$ cat src/rtl/core/pct_pkg.sv
package pct_pkg;
  localparam int unsigned Slots = 8;
  localparam int unsigned SlotW = $clog2(Slots);
  localparam logic [2:0] RetryLimit = 3'd3;

  typedef enum logic [2:0] {
    OP_BEGIN  = 3'd0,
    OP_ACK    = 3'd1,
    OP_RESULT = 3'd2,
    OP_CHECK  = 3'd3,
    OP_MARK   = 3'd4,
    OP_EXPIRE = 3'd5,
    OP_STATUS = 3'd6,
    OP_NONE   = 3'd7
  } op_e;

  typedef enum logic [2:0] {
    ST_EMPTY       = 3'd0,
    ST_WAIT_ACK    = 3'd1,
    ST_WAIT_RESULT = 3'd2,
    ST_DONE        = 3'd3,
    ST_FAILED      = 3'd4,
    ST_EXPIRED     = 3'd5
  } slot_st_e;

  // top level sequencing
  typedef enum logic [1:0] {S_IDLE, S_EXEC, S_READ} ph_e;

  localparam logic [2:0] AckAccepted  = 3'd0;
  localparam logic [2:0] AckDuplicate = 3'd1;
  localparam logic [7:0] StgExecuting = 8'd1;
  localparam logic [7:0] StgCompleted = 8'd2;
  localparam logic [7:0] StgExpired   = 8'd3;

  // broadcast beat driven into every cell
  typedef struct packed {
    logic        act;
    op_e         op;
    logic [63:0] token;
    logic [15:0] cmd_id;
    logic [15:0] ttl_ms;
    logic [31:0] now_ms;
    logic [2:0]  ack_code;
    logic [7:0]  result_stage;
  } cmd_t;

  // per cell status for the match / pick chain
  typedef struct packed {
    logic     hit;
    logic     used;
    logic     final_st;
    logic     due;
    logic     cmd_eq;
    slot_st_e st;
  } cell_stat_t;

  // chain carried from lower cells to upper ones
  typedef struct packed {
    logic found;
    logic free_seen;
    logic fin_seen;
  } chain_t;

  function automatic logic is_final(slot_st_e s);
    return s == ST_DONE || s == ST_FAILED || s == ST_EXPIRED;
  endfunction

  function automatic logic [7:0] backoff_ms(logic [2:0] r, logic [15:0] ttl);
    logic [7:0] d;
    logic [14:0] half;
    d = 8'd80;
    if (r == 3'd1) d = 8'd160;
    else if (r >= 3'd2) d = 8'd250;
    half = ttl[15:1];
    if ({7'd0, d} > half) d = half[7:0];
    return d;
  endfunction
endpackage

$ cat src/rtl/core/pct_cell.sv
module pct_cell (
  input  logic            clk_i,
  input  logic            rst_ni,
  input  pct_pkg::cmd_t   cmd_i,
  input  logic            wr_i,
  input  pct_pkg::chain_t chain_i,
  output pct_pkg::chain_t chain_o,
  output logic            sel_o,
  output pct_pkg::cell_stat_t stat_o
);
  import pct_pkg::*;

  logic        used_q, used_d;
  logic [63:0] token_q, token_d;
  logic [15:0] cmdid_q, cmdid_d;
  logic [15:0] ttl_q, ttl_d;
  logic [31:0] sent_q, sent_d;
  logic [31:0] last_q, last_d;
  slot_st_e    st_q, st_d;
  logic [2:0]  retr_q, retr_d;

  logic hit, first_hit, fin, take, due;
  logic [7:0] dly;
  logic [31:0] age_send, age_sent;
  logic good_ack;

  always_comb begin
    hit       = used_q && token_q == cmd_i.token;
    first_hit = hit && !chain_i.found;
    fin       = is_final(st_q);
    dly       = backoff_ms(retr_q, ttl_q);
    age_send  = cmd_i.now_ms - last_q;
    age_sent  = cmd_i.now_ms - sent_q;
    due = st_q == ST_WAIT_ACK && retr_q < RetryLimit && dly != 8'd0 &&
          age_send >= {24'd0, dly};
    // free pick: lowest unused, else lowest finished
    if (!used_q) take = !chain_i.free_seen;
    else take = 1'b0;
    chain_o.found     = chain_i.found || hit;
    chain_o.free_seen = chain_i.free_seen || !used_q;
    chain_o.fin_seen  = chain_i.fin_seen || fin;
    good_ack = cmd_i.ack_code == AckAccepted || cmd_i.ack_code == AckDuplicate;
    stat_o.hit = first_hit;
    stat_o.used = used_q;
    stat_o.final_st = fin;
    stat_o.due = due;
    stat_o.cmd_eq = cmdid_q == cmd_i.cmd_id;
    stat_o.st = st_q;
  end

  // sel_o: this cell is the pick for begin given the chain totals
  assign sel_o = take || (used_q && fin && !chain_i.fin_seen);

  always_comb begin
    used_d = used_q; token_d = token_q; cmdid_d = cmdid_q; ttl_d = ttl_q;
    sent_d = sent_q; last_d = last_q; st_d = st_q; retr_d = retr_q;
    if (wr_i) begin
      used_d = 1'b1; token_d = cmd_i.token; cmdid_d = cmd_i.cmd_id;
      ttl_d = cmd_i.ttl_ms; sent_d = cmd_i.now_ms; last_d = cmd_i.now_ms;
      st_d = ST_WAIT_ACK; retr_d = 3'd0;
    end
    if (cmd_i.act) begin
      unique case (cmd_i.op)
        OP_ACK: if (first_hit && !fin) st_d = good_ack ? ST_WAIT_RESULT : ST_FAILED;
        OP_RESULT: begin
          if (first_hit && !fin && cmdid_q == cmd_i.cmd_id) begin
            if (cmd_i.result_stage <= StgExecuting) st_d = ST_WAIT_RESULT;
            else if (cmd_i.result_stage == StgCompleted) st_d = ST_DONE;
            else if (cmd_i.result_stage == StgExpired) st_d = ST_EXPIRED;
            else st_d = ST_FAILED;
          end
        end
        OP_MARK: if (first_hit && due) begin
          retr_d = retr_q + 3'd1;
          last_d = cmd_i.now_ms;
        end
        OP_EXPIRE: if (used_q && (st_q == ST_WAIT_ACK || st_q == ST_WAIT_RESULT) &&
                       age_sent >= {16'd0, ttl_q}) st_d = ST_EXPIRED;
        default: ;
      endcase
    end
  end

  always_ff @(posedge clk_i or negedge rst_ni) begin
    if (!rst_ni) begin
      used_q <= 1'b0; st_q <= ST_EMPTY; token_q <= '0; cmdid_q <= '0;
      ttl_q <= '0; sent_q <= '0; last_q <= '0; retr_q <= '0;
    end else begin
      used_q <= used_d; st_q <= st_d; token_q <= token_d; cmdid_q <= cmdid_d;
      ttl_q <= ttl_d; sent_q <= sent_d; last_q <= last_d; retr_q <= retr_d;
    end
  end
endmodule

$ cat src/rtl/core/pending_command_tracker.sv
// channel  valid    stall    payload
// in       valid_i  stall_o  op_i token_i cmd_id_i ttl_ms_i now_ms_i ack_code_i result_stage_i
// out      valid_o  stall_i  ok_o slot_status_o
// a beat goes through capture, one update of the cell row, status readback
// the result is registered in readback, after the cell row update
// the cell row's compare/pick chain runs combinationally over all slots
// one beat at a time; a finished beat waits in readback while the output stalls
// reset clears every slot to empty
module pending_command_tracker (
  input  logic        clk_i,
  input  logic        rst_ni,
  input  logic        valid_i,
  output logic        stall_o,
  input  logic [2:0]  op_i,
  input  logic [63:0] token_i,
  input  logic [15:0] cmd_id_i,
  input  logic [15:0] ttl_ms_i,
  input  logic [31:0] now_ms_i,
  input  logic [2:0]  ack_code_i,
  input  logic [7:0]  result_stage_i,
  output logic        valid_o,
  input  logic        stall_i,
  output logic        ok_o,
  output logic [2:0]  slot_status_o
);
  import pct_pkg::*;

  ph_e ph_q, ph_d;
  cmd_t cmd_q, cmd_d, cmd_bc;
  logic ok_q, ok_d, vo_q, vo_d;
  logic okx_q, okx_d;
  logic [2:0] sts_q, sts_d;
  chain_t ch [Slots+1];
  cell_stat_t stat [Slots];
  logic [Slots-1:0] sel;
  logic [Slots-1:0] take;

  assign ch[0] = '{found: 1'b0, free_seen: 1'b0, fin_seen: 1'b0};

  // begin write path computed here, cells handle the rest
  logic beg_go;
  always_comb begin
    beg_go = cmd_q.token != 64'd0 && cmd_q.cmd_id != 16'd0 &&
             cmd_q.ttl_ms != 16'd0 && !ch[Slots].found;
    for (int i = 0; i < Slots; i++) begin
      if (ch[Slots].free_seen) take[i] = sel[i] && !stat[i].used;
      else take[i] = sel[i];
    end
    cmd_bc = cmd_q;
    cmd_bc.act = ph_q == S_EXEC;
  end

  // begin writes a fresh slot from here
  logic       wr_en;
  logic [Slots-1:0] wr_sel;
  assign wr_en  = ph_q == S_EXEC && cmd_q.op == OP_BEGIN && beg_go &&
                  (ch[Slots].free_seen || ch[Slots].fin_seen);
  assign wr_sel = take;

  for (genvar g = 0; g < Slots; g++) begin : g_cell
    pct_cell u_cell (
      .clk_i, .rst_ni,
      .cmd_i  (cmd_bc),
      .wr_i   (wr_en && wr_sel[g]),
      .chain_i(ch[g]),
      .chain_o(ch[g+1]),
      .sel_o  (sel[g]),
      .stat_o (stat[g])
    );
  end

  always_comb begin
    ph_d = ph_q; cmd_d = cmd_q; ok_d = ok_q; vo_d = vo_q; sts_d = sts_q;
    okx_d = okx_q;
    stall_o = ph_q != S_IDLE;
    if (vo_q && !stall_i) vo_d = 1'b0;
    unique case (ph_q)
      S_IDLE: if (valid_i && !stall_o) begin
        cmd_d = '{act: 1'b0, op: op_e'(op_i), token: token_i,
                  cmd_id: cmd_id_i, ttl_ms: ttl_ms_i, now_ms: now_ms_i,
                  ack_code: ack_code_i, result_stage: result_stage_i};
        ph_d = S_EXEC;
      end
      S_EXEC: begin
        okx_d = 1'b0;
        for (int i = 0; i < Slots; i++) begin
          if (stat[i].hit) begin
            unique case (cmd_q.op)
              OP_ACK: okx_d = cmd_q.ack_code == AckAccepted ||
                              cmd_q.ack_code == AckDuplicate;
              OP_RESULT: if (stat[i].cmd_eq)
                okx_d = stat[i].final_st ? (cmd_q.result_stage == StgCompleted &&
                        stat[i].st == ST_DONE) : 1'b1;
              OP_CHECK, OP_MARK: okx_d = stat[i].due;
              default: ;
            endcase
          end
        end
        if (cmd_q.op == OP_BEGIN) okx_d = wr_en;
        ph_d = S_READ;
      end
      S_READ: begin
        // hold here while the previous beat still sits in the output register
        if (!vo_q || !stall_i) begin
          ok_d = okx_q;
          sts_d = ST_EMPTY;
          for (int i = Slots - 1; i >= 0; i--) if (stat[i].hit) sts_d = stat[i].st;
          vo_d = 1'b1;
          ph_d = S_IDLE;
        end
      end
      default: ph_d = S_IDLE;
    endcase
  end

  always_ff @(posedge clk_i or negedge rst_ni) begin
    if (!rst_ni) begin
      ph_q <= S_IDLE; vo_q <= 1'b0;
    end else begin
      ph_q <= ph_d; vo_q <= vo_d;
    end
  end
  always_ff @(posedge clk_i) begin
    cmd_q <= cmd_d; ok_q <= ok_d; sts_q <= sts_d; okx_q <= okx_d;
  end

  assign valid_o = vo_q;
  assign ok_o = ok_q;
  assign slot_status_o = sts_q;
endmodule
$ cat config.mk
export PLATFORM = sky130hd
export DESIGN_NAME = pending_command_tracker
export DESIGN_NICKNAME = d
export VERILOG_FILES = /design/src/rtl/core/pct_pkg.sv /design/src/rtl/core/pct_cell.sv /design/src/rtl/core/pending_command_tracker.sv
export SDC_FILE = /design/constraint.sdc
export NUM_CORES = 2
export LEC_CHECK = 0
export BUFFER_PORTS_ARGS = -buffer_cell sky130_fd_sc_hd__clkbuf_2
export CORE_UTILIZATION = 55
export CTS_BUF_LIST = sky130_fd_sc_hd__clkbuf_8 sky130_fd_sc_hd__clkbuf_16
export DETAILED_ROUTE_END_ITERATION = 7
export PLACE_DENSITY = 0.77
export SLEW_MARGIN = 20
export SYNTH_ARGS = -nofsm -noshare
export SYNTH_HDL_FRONTEND = slang
export SYNTH_SLANG_ARGS = --single-unit
export TNS_END_PERCENT = 20
$ cat constraint.sdc
create_clock -name clk_i -period 10.5 [get_ports clk_i]
set_input_delay 2.1 -clock clk_i [delete_from_list [all_inputs] [get_ports clk_i]]
set_output_delay 2.1 -clock clk_i [all_outputs]
set_load 0.01 [all_outputs]
==> results list <==
* Run status: completed
* Least-Margin Pin Slew: 1.269 ns
- The tightest hold path in the finished design has a slack of about 0.44 ns.
- Number of hold violations in the final report: 0
* RSZ-0062 raised after global routing: no
- Violation count after the first detailed-routing iteration: approximately 8000
* Post-synthesis sequential element count: ~1500
* Clock period minus worst slack: 7.560 ns
- Along the worst path, the maximum fanout reaches 33.
- Class of the worst hold path: flop to flop
- The congestion estimate from routability-driven global placement came to 1.009.
- Number of warnings issued by yosys: 0
- Count of fill cells added during filler insertion: roughly 15000
* Post-CTS Setup Bufs: 0
- Gr usage total: 0.3455
- Clock tree skew after final layout: 0.06652 ns
- The number of global-route vias before repair was 82220.
- Arrival time of the worst setup path: slightly above 8 ns
* CTS tree: yes
- Critical path type: flop to flop
- Proportion of layout cells with a drive suffix above 1: 0.1238
- Power per unit of standard cell area: just over 200 mW/mm2
- Commonest cells post-synth: 1339 x sky130_fd_sc_hd__dfrtp_1, 1199 x sky130_fd_sc_hd__nand2_1, 944 x sky130_fd_sc_hd__o21ai_0, 920 x sky130_fd_sc_hd__inv_1, 750 x sky130_fd_sc_hd__ha_1
- After layout, the design draws a total of 22.11 mW.
* Final setup vio count: 0
* Fin cells: 13440
* Summed negative setup slack over all endpoints: 0 ns
* Die Height: between 400 and 500 um
- Entering global routing, the biggest net connects 175 pins.
- The area growth from synthesis to layout is 9.158%.
- For this run the aggregate overflow at the end of global routing stands at 0.
- Critical Path Sink Type: flop
- Largest cells by area after synthesis: sky130_fd_sc_hd__dfrtp_1 34%, sky130_fd_sc_hd__ha_1 9.4%, sky130_fd_sc_hd__mux2_2 6.9%
* Final number of max-transition violations: 0
* Sum of routed wire length over all layers: 322000 um
* Number of enable-type register cells in the synthesized netlist: 146
- In this run the cell area of the synthesized design comes to between 0.09 and 0.1 mm2.
- In the finished design, the share of the clock period the worst path needs comes to 0.7200.
- The share of synthesized area in the top cell type comes to 0.3352.
- DRC violation count after routing: 0
- The die is 428.3 um wide.
* I/O pin count: ~150
* Clock Root Buffer: sky130_fd_sc_hd__clkbuf_16
- Slew headroom: 0.1461
- The number of different library cells used by synthesis comes to 98.
- Number of antenna violations at the first check in global routing: 16
- The floorplan step defined a core boundary enclosing 0.1805 mm2.
* H-tree depth: 4
- Number of hold buffers added after CTS: 0
* Clk sink count: 1485
- The finished cells cover 0.1091 mm2.
- Average detailed-routed wire length per instance: 23.96 um
- Measured on the finished design, the core utilization comes to 0.6043.
- Across the VDD grid, the largest voltage drop is between 0.15 and 0.2 mV.
- When the netlist entered floorplanning its net count stood at 11820.
* Post-DP HPWL: 225200 um
* Vias per Instance: 6.309
- Yosys instantiated no cell more often than sky130_fd_sc_hd__dfrtp_1.
- Of the synthesized area, sequential elements account for 0.3791.
* Port buffer count: 150
- Required arrival time at the worst endpoint: ~11 ns
- Across the run, the number of max-cap violations was 0.
- The pre-antenna-repair detailed-routing pass consisted of 7 iterations.
* Cell Rows: 156
- Post-synth top area cell: sky130_fd_sc_hd__dfrtp_1
- Of all flip-flops after synthesis, the portion carrying an async set or reset was 0.9017.
- Number of nets still failing antenna checks after routing: 0
- Once placement finished, the instance area stood at 0.1035 mm2.
- Among all flip-flop cells after synthesis, the most frequent one is sky130_fd_sc_hd__dfrtp_1.
- Deepest clock path buffer count: 3
- Wire length of the first global-routing pass: a little under 500000 um
- Across all setup checks in the final design, the least slack found is 2.940 ns.
- Static timing analysis puts the maximum clock frequency at ~130 MHz.
- Leak: 48.16 nW
- Count of nets after finishing: about 12000
- STA classifies the critical path startpoint as a flop.
- After synthesis, the mean cell area works out to 9.162 um2.
- Via total after detailed routing: 84770
- In the synthesized netlist, the number of instances is 10910.
- Cell total after placement: 13130
- Clock network latency to the later pin of the worst-skew pair: 0.87 ns
* Initial cell density of the core: 0.5536
- After clock tree synthesis, the clock-pin slew on the worst setup and hold paths is 0.06 ns.
- Pre-CTS setup slack: 3.067 ns
* # resized after CTS: 0
* Overall die area: 0.1834 mm2
- The number of clock buffers added by TritonCTS is 165.
==> cell families after synthesis <==
logic type,share of synthesized area
AND/OR/NAND/NOR,0.1549
flip-flops,0.3791
XOR/XNOR,0.06432
buffers and inverters,0.05468
multiplexers,0.08487
AO/OA/AOI/OAI,0.1650
adder cells (fa/ha/maj),0.09709
==> final cells by class <==
| type | instances | area (um2) | share of cell area |
|---|---|---|---|
| timing repair buffer | 357 | 2464 | 0.02258 |
| inverter | 924 | 3473 | 0.03183 |
| multi-input combinational | 7996 | 56730 | 0.5200 |
| sequential | 1485 | 37890 | 0.3473 |
| tap | 2370 | 2965 | 0.02718 |
| clock inverter | 115 | 1099 | 0.01007 |
| clock buffer | 188 | 4479 | 0.04105 |
| antenna | 2 | 5.005 | 0.00004587 |
==> sequential cells by signal (all words and copies together) (netlist names) <==
signal,cells
g_cell.u_cell.ttl_q,128
g_cell.u_cell.retr_q,24
ok_o,1
slot_status_o,3
g_cell.u_cell.st_q,24
valid_o,1
g_cell.u_cell.last_q,256
ph_q,2
cmd_bc,141
g_cell.u_cell.sent_q,256
okx_q,1
g_cell.u_cell.cmdid_q,128
g_cell.u_cell.used_q,8
g_cell.u_cell.token_q,512
==> layer usage <==
layer / part of all wire / vias up / global-route usage / wire, um
met5: 0.00017 / - / 0 / 55
met2: 0.45 / 3485 / 0.5436 / 143500
met1: 0.40 / 41440 / 0.4411 / 129000
met3: 0.080 / 991 / 0.05914 / 25670
met4: 0.074 / 8 / 0.2218 / 23850
li1: - / 38860 / - / -
==> where the power goes <==
group | switching [mW] | total [mW] | internal (mW)
logic | 5.44 | 9.00 | 3.56
registers | 0.567 | 7.18 | 6.61
clock network | 2.55 | 5.93 | 3.38
==> critical path, cell delays in order, from the launching register on <==
cell and delay (ns):
sky130_fd_sc_hd__edfxtp_1 0.92, sky130_fd_sc_hd__clkinv_1 0.82, sky130_fd_sc_hd__ha_1 0.50, sky130_fd_sc_hd__inv_1 0.08
sky130_fd_sc_hd__fa_1 0.20, sky130_fd_sc_hd__a21oi_1 0.11, sky130_fd_sc_hd__nor2b_1 0.12, sky130_fd_sc_hd__nor2_1 0.06
sky130_fd_sc_hd__xnor2_1 0.13, sky130_fd_sc_hd__ha_1 0.30, sky130_fd_sc_hd__a21o_1 0.18, sky130_fd_sc_hd__a2111oi_0 0.72
sky130_fd_sc_hd__o32ai_1 0.21, sky130_fd_sc_hd__nor4_1 0.27, sky130_fd_sc_hd__nand3_1 0.11, sky130_fd_sc_hd__nor4_1 0.28
sky130_fd_sc_hd__o311ai_0 0.24, sky130_fd_sc_hd__o41ai_2 1.09, sky130_fd_sc_hd__or2_0 0.33, sky130_fd_sc_hd__nand2_1 0.08
sky130_fd_sc_hd__buf_4 0.30, sky130_fd_sc_hd__mux2_2 0.33
==> layout by cell type, fill, tap and decap left out, drive strengths merged, types with 111 or more instances in the layout <==
cell type	n
nor3	173
buf	208
clkbuf	337
xor2	249
nand2b	238
ha	750
xnor2	485
nand2	1201
nor2	477
inv	969
edfxtp	146
o21ai	955
a21oi	441
mux2i	111
dfrtp	1339
o21a	126
a21o	164
mux2	645
nand3	171
nor2b	144
nand4	218
nor4	184
==> path summary, 6_finish.rpt <==
check                                      from                               endpoint  slack [ns]  depth (start not counted)
max in group asynchronous                rst_ni  g_cell[0].u_cell.last_q[27]$_DFF_PN0_        7.06                          3
setup / recovery           cmd_bc[11]$_DFFE_PP_  g_cell[5].u_cell.last_q[26]$_DFF_PN0_        2.94                         21
hold reg to reg                 okx_q$_DFFE_PP_                         ok_o$_DFFE_PP_        0.44                          0
hold / removal                  okx_q$_DFFE_PP_                         ok_o$_DFFE_PP_        0.44                          0
min in group asynchronous                rst_ni  g_cell[5].u_cell.last_q[23]$_DFF_PN0_        1.23                          1
setup reg to reg           cmd_bc[11]$_DFFE_PP_  g_cell[5].u_cell.last_q[26]$_DFF_PN0_        2.94                         21
(Power assumes the default switching activity.)
